File: config.mk
export PLATFORM = sky130hd
export DESIGN_NAME = datagram_parse_and_verify
export DESIGN_NICKNAME = d
export VERILOG_FILES = /design/src/sv/dpv_pkg.sv /design/src/sv/dpv_parser.sv /design/src/sv/datagram_parse_and_verify.sv
export SDC_FILE = /design/constraint.sdc
export NUM_CORES = 1
export LEC_CHECK = 0
export BUFFER_PORTS_ARGS = -buffer_cell sky130_fd_sc_hd__buf_2
export CAP_MARGIN = 20
export CORE_ASPECT_RATIO = 2
export CORE_UTILIZATION = 30
export CTS_BUF_LIST = sky130_fd_sc_hd__clkbuf_16
export DETAILED_ROUTE_END_ITERATION = 8
export MAX_ROUTING_LAYER = met4
export SYNTH_ARGS = -nofsm -noshare
export SYNTH_HDL_FRONTEND = slang
export SYNTH_SLANG_ARGS = --single-unit
File: constraint.sdc
create_clock -name clk_i -period 14.19 [get_ports clk_i]
set_input_delay 1.419 -clock clk_i [delete_from_list [all_inputs] [get_ports clk_i]]
set_output_delay 1.419 -clock clk_i [all_outputs]
set_load 0.005 [all_outputs]
File: src/sv/dpv_pkg.sv
// Shared types and constants of the datagram parser.
// No dependencies.
`default_nettype none

package dpv_pkg;

  localparam int HdrBytes = 14;

  typedef enum logic [1:0] {
    ST_OK       = 2'd0,
    ST_SHORT    = 2'd1,
    ST_TOO_BIG  = 2'd2,
    ST_LEN_MISM = 2'd3
  } status_e;

  typedef struct packed {
    logic        has_byte;
    logic [7:0]  payload;
    logic        eod;
    status_e     status;
    logic        csum_ok;
    logic [7:0]  pkt_type;
    logic [7:0]  pkt_flags;
    logic [31:0] seq_num;
    logic [31:0] ack_num;
    logic [15:0] declared_len;
  } result_t;

endpackage

`default_nettype wire

File: src/sv/dpv_parser.sv
// Per-word header capture, payload forwarding, checksum accumulation and end-of-datagram summary.
// Depends on dpv_pkg.
`default_nettype none

module dpv_parser #(
  parameter int MAX_PAYLOAD = 1024
) (
  input  wire logic             clk_i,
  input  wire logic             rst_ni,
  input  wire logic [7:0]       byte_i,
  input  wire logic             last_i,
  input  wire logic             take_i,
  output logic                  emit_o,
  output dpv_pkg::result_t      res_o
);

  localparam logic [15:0] MaxPay   = 16'(MAX_PAYLOAD);
  localparam logic [15:0] HdrLen16 = 16'(dpv_pkg::HdrBytes);
  localparam logic [15:0] CntMax   = 16'hFFFF;

  logic [15:0] cnt_q, cnt_d;
  logic [7:0]  type_q, type_n;
  logic [7:0]  flags_q, flags_n;
  logic [31:0] seq_q, seq_n;
  logic [31:0] ack_q, ack_n;
  logic [15:0] len_q, len_n;
  logic [15:0] csum_q, csum_n;
  logic [31:0] sum_q, sum_n;

  logic [16:0] addend;
  logic        fwd;
  logic [15:0] pay_idx;
  logic [16:0] total;
  logic [16:0] exp_total;
  logic [15:0] folded;
  logic        short_hdr;
  dpv_pkg::status_e status;

  function automatic logic [15:0] fold16(input logic [31:0] s);
    logic [16:0] s1;
    logic [16:0] s2;
    s1 = {1'b0, s[15:0]} + {1'b0, s[31:16]};
    s2 = {1'b0, s1[15:0]} + {16'd0, s1[16]};
    return s2[15:0];
  endfunction

  assign pay_idx = cnt_q - HdrLen16;

  always_comb begin
    type_n  = type_q;
    flags_n = flags_q;
    seq_n   = seq_q;
    ack_n   = ack_q;
    len_n   = len_q;
    csum_n  = csum_q;
    addend  = '0;
    fwd     = 1'b0;
    if (cnt_q < HdrLen16) begin
      if (cnt_q == 16'd0) begin
        type_n = byte_i;
        addend = {9'd0, byte_i};
      end else if (cnt_q == 16'd1) begin
        flags_n = byte_i;
        addend  = {9'd0, byte_i};
      end else if (cnt_q inside {[16'd2:16'd5]}) begin
        seq_n = {seq_q[23:0], byte_i};
        if (cnt_q == 16'd5) begin
          addend = {1'b0, seq_n[15:0]} + {1'b0, seq_n[31:16]};
        end
      end else if (cnt_q inside {[16'd6:16'd9]}) begin
        ack_n = {ack_q[23:0], byte_i};
        if (cnt_q == 16'd9) begin
          addend = {1'b0, ack_n[15:0]} + {1'b0, ack_n[31:16]};
        end
      end else if (cnt_q inside {[16'd10:16'd11]}) begin
        len_n = {len_q[7:0], byte_i};
        if (cnt_q == 16'd11) begin
          addend = {1'b0, len_n};
        end
      end else begin
        csum_n = {csum_q[7:0], byte_i};
      end
    end else if (cnt_q != CntMax && pay_idx < MaxPay) begin
      fwd    = 1'b1;
      addend = {9'd0, byte_i};
    end
  end

  assign sum_n = sum_q + {15'd0, addend};
  assign cnt_d = (cnt_q == CntMax) ? cnt_q : cnt_q + 16'd1;

  // Summary of the datagram, valid on its last word.
  assign total     = {1'b0, cnt_q} + 17'd1;
  assign exp_total = {1'b0, HdrLen16} + {1'b0, len_n};
  assign short_hdr = total < {1'b0, HdrLen16};
  assign folded    = fold16(sum_n);

  always_comb begin
    if (short_hdr) begin
      status = dpv_pkg::ST_SHORT;
    end else if (len_n > MaxPay) begin
      status = dpv_pkg::ST_TOO_BIG;
    end else if (cnt_q == CntMax || total != exp_total) begin
      status = dpv_pkg::ST_LEN_MISM;
    end else begin
      status = dpv_pkg::ST_OK;
    end
  end

  assign emit_o = fwd | last_i;

  always_comb begin
    res_o          = '0;
    res_o.has_byte = fwd;
    res_o.payload  = fwd ? byte_i : 8'd0;
    if (last_i) begin
      res_o.eod     = 1'b1;
      res_o.status  = status;
      res_o.csum_ok = (status == dpv_pkg::ST_OK) && ((~folded) == csum_n);
      if (!short_hdr) begin
        res_o.pkt_type     = type_n;
        res_o.pkt_flags    = flags_n;
        res_o.seq_num      = seq_n;
        res_o.ack_num      = ack_n;
        res_o.declared_len = len_n;
      end
    end
  end

  // Clear all datagram state after its last word.
  always_ff @(posedge clk_i or negedge rst_ni) begin
    if (!rst_ni) begin
      cnt_q   <= '0;
      type_q  <= '0;
      flags_q <= '0;
      seq_q   <= '0;
      ack_q   <= '0;
      len_q   <= '0;
      csum_q  <= '0;
      sum_q   <= '0;
    end else if (take_i) begin
      if (last_i) begin
        cnt_q   <= '0;
        type_q  <= '0;
        flags_q <= '0;
        seq_q   <= '0;
        ack_q   <= '0;
        len_q   <= '0;
        csum_q  <= '0;
        sum_q   <= '0;
      end else begin
        cnt_q   <= cnt_d;
        type_q  <= type_n;
        flags_q <= flags_n;
        seq_q   <= seq_n;
        ack_q   <= ack_n;
        len_q   <= len_n;
        csum_q  <= csum_n;
        sum_q   <= sum_n;
      end
    end
  end

endmodule

`default_nettype wire

File: src/sv/datagram_parse_and_verify.sv
// Datagram receive parser: header capture, payload forwarding and checksum check.
// Depends on dpv_pkg and dpv_parser.
//
// Usage:
//   Input channel (in_valid_i / in_stall_o) carries one datagram word per item:
//   rx_byte_i plus is_last_i on the final word. The first 14 words form the
//   big-endian header; later words are payload.
//   Output channel (out_valid_o / out_stall_i) carries a result for each
//   forwarded payload word (has_byte_o) and for each final word
//   (end_of_datagram_o with status, checksum flag and header fields).
//   Header words that are not final produce no result.
// Timing:
//   A word accepted into the input register is processed out of it, and its
//   result lands in the output register, from which it is offered.
//   Throughput is one word per clock with no stall.
// Stall:
//   A stalled result holds in the output register; the input register still
//   drains words that produce no result, and stalls only when a word with a
//   result finds the output full.
// Reset:
//   rst_ni clears both registers' valid flags and all datagram state; the
//   first word after reset is header byte 0.
`default_nettype none

module datagram_parse_and_verify #(
  parameter int MAX_PAYLOAD = 1024
) (
  input  wire logic        clk_i,
  input  wire logic        rst_ni,
  input  wire logic        in_valid_i,
  output logic             in_stall_o,
  input  wire logic [7:0]  rx_byte_i,
  input  wire logic        is_last_i,
  output logic             out_valid_o,
  input  wire logic        out_stall_i,
  output logic             has_byte_o,
  output logic [7:0]       payload_out_o,
  output logic             end_of_datagram_o,
  output logic [1:0]       status_o,
  output logic             checksum_ok_o,
  output logic [7:0]       pkt_type_o,
  output logic [7:0]       pkt_flags_o,
  output logic [31:0]      seq_num_o,
  output logic [31:0]      ack_num_o,
  output logic [15:0]      declared_len_o
);

  // Input register
  logic       in_valid_q;
  logic [7:0] in_byte_q;
  logic       in_last_q;

  // Output register
  logic              out_valid_q;
  dpv_pkg::result_t  out_res_q;

  logic              emit;
  logic              take;
  logic              out_free;
  logic              in_accept;
  dpv_pkg::result_t  res;

  dpv_parser #(
    .MAX_PAYLOAD(MAX_PAYLOAD)
  ) u_parser (
    .clk_i  (clk_i),
    .rst_ni (rst_ni),
    .byte_i (in_byte_q),
    .last_i (in_last_q),
    .take_i (take),
    .emit_o (emit),
    .res_o  (res)
  );

  // Advance the held word when it has no result or the output can take one.
  assign out_free  = !out_valid_q || !out_stall_i;
  assign take      = in_valid_q && (!emit || out_free);
  assign in_stall_o = in_valid_q && !take;
  assign in_accept = in_valid_i && !in_stall_o;

  always_ff @(posedge clk_i or negedge rst_ni) begin
    if (!rst_ni) begin
      in_valid_q <= 1'b0;
    end else if (in_accept) begin
      in_valid_q <= 1'b1;
    end else if (take) begin
      in_valid_q <= 1'b0;
    end
  end

  always_ff @(posedge clk_i) begin
    if (in_accept) begin
      in_byte_q <= rx_byte_i;
      in_last_q <= is_last_i;
    end
  end

  always_ff @(posedge clk_i or negedge rst_ni) begin
    if (!rst_ni) begin
      out_valid_q <= 1'b0;
    end else if (take && emit) begin
      out_valid_q <= 1'b1;
    end else if (!out_stall_i) begin
      out_valid_q <= 1'b0;
    end
  end

  always_ff @(posedge clk_i) begin
    if (take && emit) begin
      out_res_q <= res;
    end
  end

  assign out_valid_o       = out_valid_q;
  assign has_byte_o        = out_res_q.has_byte;
  assign payload_out_o     = out_res_q.payload;
  assign end_of_datagram_o = out_res_q.eod;
  assign status_o          = out_res_q.status;
  assign checksum_ok_o     = out_res_q.csum_ok;
  assign pkt_type_o        = out_res_q.pkt_type;
  assign pkt_flags_o       = out_res_q.pkt_flags;
  assign seq_num_o         = out_res_q.seq_num;
  assign ack_num_o         = out_res_q.ack_num;
  assign declared_len_o    = out_res_q.declared_len;

endmodule

`default_nettype wire

# Word-level counts from Yosys, hierarchy flattened

Index checks and enable logic that the tools add are counted.

Input bits: 13
Bits in registers: 280

Eq/ne operators: 10
Reduce and logical (&&, ||, !) cells: 22
$lt $le $gt $ge: 10
Multiplexer cells: 56
Add/sub/neg operators: 9
Bitwise operators: 3

Operator list:

| cell                  | number |
|---|---|
| $mux 32               | 12 |
| $mux 16               | 17 |
| $mux 17               | 8 |
| $mux 100              | 1 |
| $mux 96               | 1 |
| $mux 8                | 8 |
| $add 16x16->17        | 3 |
| $add 32x17->32        | 1 |
| $eq 16x4->1 const B   | 2 |
| $le 16x4->1 const B   | 2 |
| $add 16x1->17 const B | 1 |
| $add 4x16->17 const A | 1 |
| $lt 17x4->1 const B   | 1 |
| $ne 17x17->1          | 1 |
| $add 16x1->16         | 1 |
| $add 16x1->16 const B | 1 |
| $eq 16x1->1 const B   | 1 |
| $eq 16x16->1          | 1 |
| $eq 16x16->1 const B  | 1 |
| $eq 16x3->1 const B   | 1 |
| $ge 16x2->1 const B   | 1 |
| $ge 16x3->1 const B   | 1 |
| $ge 16x4->1 const B   | 1 |
| $gt 16x11->1 const B  | 1 |
| 20 further kinds      | 41 |

# Logic depth before layout (Yosys ltp)

Gate-level depths: netlist (run 1).

Depth in word-level cells: 17
Mapped depth: 45
Mapped depth without buffers: 44

# Modules after synthesis

From an unflattened synthesis (run 1), not the netlist that was laid out.

Cells, all modules: 1,831
Area total of the unflattened synthesis: 17,561.8 um^2

Modules (own cells, without submodules):

| module                    | seq. area each (um^2) | instances | area each (um^2) | cells an instance |
|---|---|---|---|---|
| dpv_parser                | 4,003.8               | 1         | 13,913.3         | 1,701 |
| datagram_parse_and_verify | 3,593.4               | 1         | 3,648.5          | 130 |

# Worst setup path before layout (run 1)

No wires, ideal clock.

Path kind: register to register
From: register in_byte_q[1]
To: register out_res_q, in the netlist checksum_ok_o (data pin)
Period minus slack after synthesis: 7.880 ns
Arrival time: 7.616 ns
Library setup time: 0.264 ns
Cell stages (with the launch flop): 43
Path buffers: 1
Setup slack: 6.310 ns
Data required time: 13.926 ns
Cell sequence: edfxtp_1 > clkbuf_1 > inv_1 > fa_1 > nor2b_1 > o21ai_0 > a21oi_1 > o21ai_0 > nand2b_1 > a21o_1 > a41o_1 > o41ai_1 > xor2_1 > o21ai_0 > ha_1 > a21o_1 > a21o_1 > a21oi_1 > (+7 left out) > o2111ai_1 > nand3_1 > a211oi_1 > o21ai_0 > a21o_1 > a21o_1 > a21o_1 > ha_1 > ha_1 > nand2_1 > nor2_1 > nand3_1 > inv_1 > nand3_1 > or4bb_1 > a32o_1 > a21oi_1 > a211oi_2

Cells in the longest elaborated chain, start to end: 14
Elaborated cells between the ends (all ways): 38

Ends and longest elaborated chain:

| element                                                 | line                             | text |
|---|---|---|
| start: declaration                                      | datagram_parse_and_verify.sv:50  | `logic [7:0] in_byte_q;` |
| start signal: assignment                                | datagram_parse_and_verify.sv:93  | `in_byte_q <= rx_byte_i;` |
| branches (longest 13 deep; another with $add 32x17->32) | -                                |  |
| $logic_and 1x1->1 (*)                                   | dpv_parser.sv:119                | `res_o.csum_ok = (status == dpv_pkg::ST_OK) && ((~folded) == csum_n);` |
| end signal: assignment                                  | datagram_parse_and_verify.sv:110 | `out_res_q <= res;` |
| end: declaration                                        | datagram_parse_and_verify.sv:55  | `dpv_pkg::result_t out_res_q;` |

Every way passes the cells marked *.
A chain may end at the register's enable or synchronous reset.

# Final worst setup path (run 1)

Same ends and word-level chain as after synthesis.

==> summary.md, run 1 <==
| Metric | Value |
|---|---|
| CP Buf/Inv Count | 1 |
| Critical hold path startpoint | u_parser.flags_q[7]$_DFFE_PN0P_ |
| Initial Util | 30.3% |
| FMAX | 104 MHz |
| Worst IR Drop VDD | a little over 90 uV |
| CP endpoint kind | flop |
| Final count of negative-setup-slack endpoints | 0 |
| Most used DFF post-synth | dfrtp_1 |
| Ant. Diodes | 0 |
| Status | completed |
| I/O pin count | 124 |
| Slew @ Worst Pin | 1.10 ns |
| WP data required | roughly 15 ns |
| Critical path class | flop to flop |
| CORE AREA | 0.0562 sq mm |
| Reg-to-reg slack, setup | 4.60 ns |
| Layout fillers | 5755 |
| Max Buffers Root-to-Sink | 3 |
| Ys async rst share | between 50% and 60% |
| Gate Count Post-Synth | 1855 |
| Pwr per Cell Area | roughly 140 mW/mm^2 |
| Post-CTS Resized | 0 |
| CTS root buffer | clkbuf_16 |
| Die height | 339 microns |
| Nets | 2018 |
| CP Data Arrival Time | 10.01 ns |
| Avg Synthesized Cell Area | 9.19 sq um |
| Post-synthesis cell area | 0.0170 sq mm |
| Hold endpoint | u_parser.flags_q[7]$_DFFE_PN0P_ |
| FP Rows | 123 |
| DRT iter0 DRCs | 1243 |
| Share of layout cells above drive strength 1 | 11.1% |
| Final WS setup | 4.60 ns |
| GR Overflow Total | 0 |
| Vias in the first global route | 14200 |
| Setup Buffers After CTS | 0 |
| Die width | ~170 microns |
| Post-route minimum period | 9.59 ns |
| Yosys warns | 0 |
| Synth Net Count | about 1900 |
| Place WS | approximately 4.6 ns |
| Clk sinks | between 200 and 300 |
| Design area | 0.0193 sq mm |
| Area Growth Syn to Fin | 13.2% |
| Vias | 14500 |
| Num CTS Buffers | 27 |
| Sequential area share after synthesis | between 40% and 50% |
| Die area | about 0.058 sq mm |
| Netlist cell types | 76 |
| H-tree depth | 1 |
| Reg2reg path depth | 38 |
| Overall routing resource usage | 20.3% |
| WHS Path Cells | 1 |
| First-pass DRT Iterations | 5 |
| Drc violations | 0 |
| Yosys reg bits | 280 |
| EDFF count, synth | 118 |
| Top cell family by delay on the critical path | compound AO/OA/AOI/OAI gates |
| RSZ-0062 raised after global routing | false |
| First-pass GRT wire length | ~86000 microns |
| CP max stage delay | between 0.9 and 1 ns |
| Reg2reg start | in_byte_q[1]$_DFFE_PP_ |
| Via-per-instance ratio | around 5.4 |
| Critical Path Source Type | flop |
| Leakage power | 8.12 nW |
| Routed len/inst | 21.3 microns |
| Routed Antenna Nets | 0 |
| Final GP Congestion | roughly 0.99 |
| Detailed Route WL | 57500 microns |
| Slowest cell on the critical path | o31ai_1 |
| Initial antenna violation count | 0 |
| RR Endpoint | checksum_ok_o$_SDFFCE_PN0P_ |
| Maximum fanout along the worst path | 13 |
| PortBufs | about 120 |
| Relative slew margins | between 20% and 30% |
| Class of the worst hold path | flop to flop |
| Area after DPL | 0.0184 sq mm |
| Clock skew | 0.0211 ns |
| Post-route clock period utilization | around two thirds |
| Worst-path clk slew | approximately 0.070 ns |
| Worst-Skew Late Latency | 0.59 ns |
| Hpwl dp | 42400 microns |
| TritonCTS clock tree | built |
| Cts hold-fix bufs | 0 |
| Pin count of the biggest net entering global routing | 96 |
| Max-slew violations | 0 |
| Fin. Hold Viols | 0 |
| Max-Cap Viols | 0 |
| Total Negative Setup Slacks | 0 ns |
[Yosys cell counts, types with 45 or more instances]
master | n | area share [%]
nand3_1 | 45 | 1.3
xor2_1 | 59 | 3.0
ha_1 | 75 | 5.5
a22o_1 | 45 | 2.3
clkbuf_1 | 91 | 2.0
mux2i_1 | 45 | 2.6
dfrtp_1 | 162 | 24
o21ai_0 | 157 | 4.6
nand2_1 | 362 | 8.0
a21oi_1 | 136 | 4.0
nor2_1 | 96 | 2.1
xnor2_1 | 77 | 4.0
edfxtp_1 | 118 | 21
[power breakdown]
part	internal [mW]	switching, mW
combinational	0.307	0.540
sequential	0.934	0.0933
clock	0.397	0.340
[state kept, by name (all words and copies together) (netlist names), 2 cells and up]
signal / count
seq_num_o: 32
u_parser.flags_q: 8
u_parser.type_q: 8
u_parser.cnt_q: 16
u_parser.len_q: 16
payload_out_o: 8
pkt_flags_o: 8
status_o: 2
ack_num_o: 32
u_parser.csum_q: 16
in_byte_q: 8
pkt_type_o: 8
u_parser.seq_q: 32
u_parser.ack_q: 32
u_parser.sum_q: 32
declared_len_o: 16
[cells in the final DEF (no fill, tap or decap), types with 8 or more instances in the layout]
master	instances
nand2_1	361
dfrtp_1	162
o21ai_0	156
a21oi_1	136
buf_2	122
edfxtp_1	118
nor2_1	94
xnor2_1	77
ha_1	75
xor2_1	59
inv_1	46
nand3_1	45
mux2i_1	45
a22o_1	45
a21boi_0	35
a21o_1	31
and3_1	28
clkbuf_16	28
buf_4	27
a22oi_1	23
nor3_1	22
and2_1	16
o31ai_1	14
nand4_1	12
nand2b_1	10
a31oi_1	9
nor2b_1	9
nor4_1	9
or3_1	8
[kinds of logic after synthesis]
logic type                 after synthesis  synth area share (%)
and+or+nand+nor                        644                  16.8
muxes                                   49                  2.91
AOI/OAI and AO/OA                      517                  19.1
buffers and inverters                  149                  3.46
xor gates and xnor gates               137                  7.12
adders and majority gates               79                  5.97
DFF                                    280                  44.6
[worst max-delay path by stage]
stage / startpoint / to / cells past startpoint
finish: in_byte_q[1]$_DFFE_PP_ / checksum_ok_o$_SDFFCE_PN0P_ / 38
floorplan: in_byte_q[1]$_DFFE_PP_ / checksum_ok_o$_SDFFCE_PN0P_ / 42
global route: u_parser.cnt_q[7]$_DFFE_PN0P_ / checksum_ok_o$_SDFFCE_PN0P_ / 37
global placement: in_byte_q[1]$_DFFE_PP_ / checksum_ok_o$_SDFFCE_PN0P_ / 39
CTS: in_byte_q[1]$_DFFE_PP_ / checksum_ok_o$_SDFFCE_PN0P_ / 39
detailed placement: in_byte_q[1]$_DFFE_PP_ / checksum_ok_o$_SDFFCE_PN0P_ / 39
[routing by layer]
metal | track usage (%) | part of all wire [%]
met1 | 21.1 | 36
met2 | 36.3 | 53
met3 | 1.80 | 4.3
met4 | 12.9 | 6.8
met5 | - | 0
[cell type report]
| class | instances | area, sq um | share of cell area, % |
|---|---|---|---|
| clock buffer | 28 | 701 | 3.63 |
| clock inverter | 22 | 174 | 0.901 |
| sequential | 280 | 7600 | 39.4 |
| multi-input combinational | 1426 | 8890 | 46.0 |
| timing repair buffer | 152 | 856 | 4.43 |
| inverter | 39 | 146 | 0.759 |
| tap | 750 | 938 | 4.86 |
[per-stage QoR]
stage | total power [mW] | hold WS, ns | cells | util, %
final | 2.61 | 0.483 | 2697 | 34.4
after global routing | 2.74 | 0.497 | 2697 | 34.4
after CTS | 2.63 | 0.485 | 2697 | 34.4
after detailed placement | 1.89 | 0.470 | 2647 | 32.8
after global placement | 1.87 | 0.461 | 2646 | 32.8
after floorplan | 1.59 | 0.445 | 1855 | -
(Power assumes the default switching activity.)
==> inputs of run 2 (changes only) <==
Clock period 14.19 ns to 8.48 ns, I/O delays scaled along.
==> run 2 against run 1 <==
Setup slack worse by 4.3 ns. Clock-buffer cell count is 2 lower. Global-route usage is 0.082 points higher. Flip-flop and latch count did not move. Clock skew is 0.0046 ns lower. Sequential share of layout area down 2.2 points. Largest power group unchanged.
==> summary.md, run 2 (synthesis results as in run 1) <==
| Metric | Value |
|---|---|
| CP max stage delay | 0.55 ns |
| Detailed Route WL | 57400 microns |
| Num CTS Buffers | 26 |
| Tot Pwr | 4.54 mW |
| Most frequent cells in the layout | nand2_1 (360), dfrtp_1 (162), buf_4 (142), o21ai_0 (137), a21oi_1 (128) |
| Initial antenna violation count | 0 |
| CP endpoint kind | flop |
| CORE AREA | 0.0562 sq mm |
| PortBufs | about 120 |
| First-pass GRT wire length | about 87000 microns |
| Vias in the first global route | 14900 |
| Critical path depth in cells | 38 |
| Pwr per Cell Area | 222 mW/mm^2 |
| Worst IR Drop VDD | 173 uV |
| Total Negative Setup Slacks | 0 ns |
| Share of layout cells above drive strength 1 | roughly a fifth |
| Slowest cell on the critical path | edfxtp_1 |
| Relative slew margins | 27.4% |
| H-tree depth | 1 |
| Nets | approximately 2100 |
| Class of the worst hold path | input port to async pin |
| Most used cell, CP | a21o_1 |
| Initial Util | between 30% and 40% |
| TritonCTS clock tree | built |
| Final count of negative-setup-slack endpoints | 0 |
| DRT iter0 DRCs | 974 |
| CP Data Arrival Time | 8.56 ns |
| Most common cell after layout, fill and taps aside | nand2_1 |
| Critical path class | flop to flop |
| Placed instance count | between 2000 and 3000 |
| FMAX | 123 MHz |
| Max-slew violations | 0 |
| Slew @ Worst Pin | 1.08 ns |
| First-pass DRT Iterations | 5 |
| Max Buffers Root-to-Sink | 3 |
| Die width | 171 microns |
| Top cell family by delay on the critical path | compound AO/OA/AOI/OAI gates |
| Die height | ~340 microns |
| Worst-Skew Late Latency | between 0.5 and 0.6 ns |
| Die area | 0.0578 sq mm |
| Leakage power | roughly 8.7 nW |
| FP Rows | about 120 |
| Critical Path Source Type | flop |
| Final GP Congestion | between 0.9 and 1 |
| Clk sinks | between 200 and 300 |
| Final hold slack | 0.160 ns |
| Pin count of the biggest net entering global routing | between 80 and 90 |
| Worst-path clk slew | 0.07 ns |
| Ant. Diodes | 0 |
| Reg2reg path depth | 38 |
| Final Util | 36.3% |
| Routed len/inst | 20.4 microns |
| Status | completed |
| CP Buf/Inv Count | 1 |
| WP data required | 8.90 ns |
| Area Growth Syn to Fin | 19.8% |
| Post-route clock period utilization | 95.9% |
| Vias | 14800 |
| Clock skew | 0.0165 ns |
| Post-route minimum period | 8.14 ns |
| I/O pin count | 124 |
| Maximum fanout along the worst path | 5 |
| Hpwl dp | between 40000 and 50000 microns |
| Routed Antenna Nets | 0 |
| Max-Cap Viols | 0 |
| Overall routing resource usage | about a fifth |
| Non-Filler Instances | 2811 |
| Drc violations | 0 |
| Fin. Hold Viols | 0 |
| GR Overflow Total | 0 |
| Via-per-instance ratio | 5.25 |
| CTS root buffer | clkbuf_16 |
==> run 2: changes by cell type in the layout (fill, tap and decap cells not counted), sizes merged <==
cell | before | now
buf | 152 | 267
clkbuf | 28 | 27
bufinv | 2 | 3
clkinv | 8 | 9
inv | 50 | 48
==> run 2: report_power, final <==
part / switching, mW / internal [mW]
Clock: 0.567 / 0.653
Sequential: 0.164 / 1.56
Combinational: 0.948 / 0.644
Total: 1.68 / 2.86
==> run 2: per-layer routing <==
layer | up-vias | routed length, microns | track usage (%)
met4 | 0 | 4140 | 13.0
li1 | 6979 | - | -
met3 | 174 | 2170 | 1.93
met5 | - | 0 | -
met1 | 7177 | 20600 | 20.5
met2 | 423 | 30400 | 37.2
==> run 2: repair_timing <==
| action | CTS | global route |
|---|---|---|
| buffers inserted | 2 | 12 |
| hold buffers | 0 | 0 |
| resized for setup | 17 | 63 |
| setup endpoints to repair | 1 | 1 |
| pin swaps | 0 | 40 |
==> run 2: through the flow <==
stage	setup WS [ns]	instance area [sq um]
2_1_floorplan	0.600	17000
3_3_place_gp	-0.299	19200
3_5_place_dp	-0.406	19200
4_1_cts	0.0410	20100
5_1_grt	-0.0613	20400
6_report	0.344	20400
==> run 2: area by class of cell <==
| cell class | instances | area, sq um |
|---|---|---|
| fill | 5696 | 35800 |
| multi-input combinational | 1426 | 9160 |
| sequential | 280 | 7600 |
| timing repair buffer | 268 | 1730 |
| tap | 750 | 938 |
| clock buffer | 26 | 651 |
| clock inverter | 22 | 196 |
| inverter | 39 | 146 |
==> run 2: final timing paths <==
path | start | to | slack [ns]
worst max register to register | in_byte_q[1]$_DFFE_PP_ | checksum_ok_o$_SDFFCE_PN0P_ | 0.34
min in group clk_i | rx_byte_i[4] | in_byte_q[4]$_DFFE_PP_ | 0.45
worst min-delay path | rst_ni | u_parser.csum_q[15]$_DFFE_PN0P_ | 0.16
worst max-delay path | in_byte_q[1]$_DFFE_PP_ | checksum_ok_o$_SDFFCE_PN0P_ | 0.34
worst min register to register | u_parser.ack_q[27]$_DFFE_PN0P_ | u_parser.ack_q[27]$_DFFE_PN0P_ | 0.49
max in group asynchronous | rst_ni | u_parser.seq_q[28]$_DFFE_PN0P_ | 7.07
==> inputs of run 3 (changes only) <==
Settings changed: CORE_UTILIZATION 30 to 40.
Clock period 8.48 ns to 6.8 ns, I/O delays scaled along.
==> run 3 against run 2 <==
Largest power group is now combinational logic. Clock power grew 20%. The flow now finishes with violations (setup timing). Hold slack improved by 0.037 ns. Maximum frequency rose by 5.4%. Power up 32%. Critical path type unchanged. Die area decreased by 25%. Critical endpoint unchanged. Register-to-register slack worse by 1.3 ns. Critical path depth grew 2. Flip-flop and latch count is the same.
==> summary.md, run 3 (synthesis results as in run 1) <==
| Metric | Value |
|---|---|
| Die area | 0.0435 sq mm |
| Fin. Hold Viols | 0 |
| Worst IR Drop VDD | just under 200 uV |
| PortBufs | 123 |
| Place WS | -1.22 ns |
| Routed Antenna Nets | 0 |
| FP Rows | 106 |
| Post-route clock period utilization | 113% |
| Final Util | 51.8% |
| Clk sinks | 280 |
| Vias | approximately 15000 |
| H-tree depth | 1 |
| Design area | 0.0217 sq mm |
| Critical Path Source Type | flop |
| CP Data Arrival Time | 8.13 ns |
| Status | complete, but fails checks |
| Initial antenna violation count | 0 |
| Final hold slack | 0.197 ns |
| RSZ-0062 raised after global routing | true |
| First-pass GRT wire length | between 80000 and 90000 microns |
| Multi-input combinational cell area | 0.00939 sq mm |
| Initial Util | 40.7% |
| Hpwl dp | about 44000 microns |
| Final WS setup | -0.917 ns |
| Overall routing resource usage | 27.8% |
| Routed len/inst | 20.9 microns |
| Worst-path clk slew | 0.07 ns |
| Most common cell after layout, fill and taps aside | nand2_1 |
| Final count of negative-setup-slack endpoints | 1 |
| I/O pin count | 124 |
| Slew @ Worst Pin | 1.09 ns |
| Critical path class | flop to flop |
| First-pass DRT Iterations | 5 |
| Pin count of the biggest net entering global routing | 98 |
| Final GP Congestion | 0.959 |
| GR Overflow Total | 0 |
| TritonCTS clock tree | built |
| Area after DPL | 0.0204 sq mm |
| Register Area | 0.00760 sq mm |
| Die height | 294 microns |
| Leakage power | 9.70 nW |
| Max-slew violations | 0 |
| Failing checks | setup timing |
| Vias in the first global route | 15800 |
| Max-Cap Viols | 0 |
| WP data required | 7.22 ns |
| Pwr per Cell Area | approximately 270 mW/mm^2 |
| Worst-Skew Late Latency | 0.59 ns |
| Share of layout cells above drive strength 1 | a little over a quarter |
| Class of the worst hold path | input port to async pin |
| Maximum fanout along the worst path | 4 |
| Detailed Route WL | 58300 microns |
| Area Growth Syn to Fin | 27.5% |
| Max Buffers Root-to-Sink | 3 |
| Num CTS Buffers | 27 |
| Drc violations | 0 |
| CORE AREA | 0.0419 sq mm |
| Reg2reg start | in_byte_q[1]$_DFFE_PP_ |
| Reg2reg path depth | 40 |
| Slowest cell on the critical path | edfxtp_1 |
| Placed instance count | 2714 |
| Non-Filler Instances | 2785 |
| CP max stage delay | 0.48 ns |
| Via-per-instance ratio | between 5 and 6 |
| Relative slew margins | 27.2% |
| CP endpoint kind | flop |
| Clock skew | 0.0140 ns |
| Post-route minimum period | 7.72 ns |
| FMAX | between 100 and 150 MHz |
| Most used cell, CP | a21o_1 |
| CTS root buffer | clkbuf_16 |
| Total Negative Setup Slacks | -0.917 ns |
| Nets | between 2000 and 2500 |
| Reg-to-reg slack, setup | -0.92 ns |
| Tot Pwr | 5.97 mW |
| RR Endpoint | checksum_ok_o$_SDFFCE_PN0P_ |
| DRT iter0 DRCs | about 850 |
| Layout fillers | 3990 |
| Die width | between 100 and 150 microns |
| Ant. Diodes | 0 |
| Most frequent cells in the layout | nand2_1 (358), buf_4 (321), dfrtp_1 (162), o21ai_0 (133), a21oi_1 (126) |
-- run 3: cell types whose count changed in the layout (fill, tap and decap cells not counted), moves of 4 or more --
cell	previous run	this run
and3_1	28	22
o21ai_0	137	133
and3_4	0	5
ha_1	69	65
buf_4	142	321
-- run 3: where the power goes --
part	switching [mW]	total, mW	internal, mW
sequential	0.173	2.12	1.95
combinational	1.28	2.39	1.11
clock	0.713	1.46	0.749
total	2.17	5.97	3.81
-- run 3: per-layer routing --
| layer | track usage, % | up-vias | part of all wire (%) |
|---|---|---|---|
| met5 | - | - | 0 |
| met4 | 15.4 | 0 | 6.0 |
| met3 | 2.16 | 168 | 3.0 |
| met2 | 51.6 | 378 | 55 |
| met1 | 28.5 | 7541 | 36 |
| li1 | - | 7344 | - |
-- run 3: what timing repair did --
action,in CTS,in global routing
pin swaps,53,42
hold buffers,0,0
setup buffers,14,6
resized for setup,55,21
gates cloned,0,0
setup endpoints to repair,1,1
-- run 3: worst max path at each step --
stage	startpoint	to	slack, ns	cells past startpoint
detailed placement	in_byte_q[1]$_DFFE_PP_	checksum_ok_o$_SDFFCE_PN0P_	-1.22	40
floorplan	u_parser.cnt_q[5]$_DFFE_PN0P_	checksum_ok_o$_SDFFCE_PN0P_	-0.48	40
finish	in_byte_q[1]$_DFFE_PP_	checksum_ok_o$_SDFFCE_PN0P_	-0.92	40
global placement	in_byte_q[1]$_DFFE_PP_	checksum_ok_o$_SDFFCE_PN0P_	-1.08	38
CTS	in_byte_q[1]$_DFFE_PP_	checksum_ok_o$_SDFFCE_PN0P_	-0.85	38
global route	in_byte_q[0]$_DFFE_PP_	checksum_ok_o$_SDFFCE_PN0P_	-1.35	41
-- run 3: final cells by class --
type	instances	share of cell area, %
Tap cell	540	3.11
Clock buffer	28	3.22
Multi-Input combinational cell	1426	43.2
Clock inverter	22	0.541
Inverter	39	0.685
Sequential cell	280	35.0
Timing Repair Buffer	450	14.3
-- run 3: worst max-delay path, delay by kind of cell, from the launching register on --
family          cells  cell delay, ns
xor+xnor            4            0.55
compound gates     19            3.45
flops               1            0.48
fa+ha+maj           5            1.17
buf+inv             2            0.24
simple gates       10            1.64
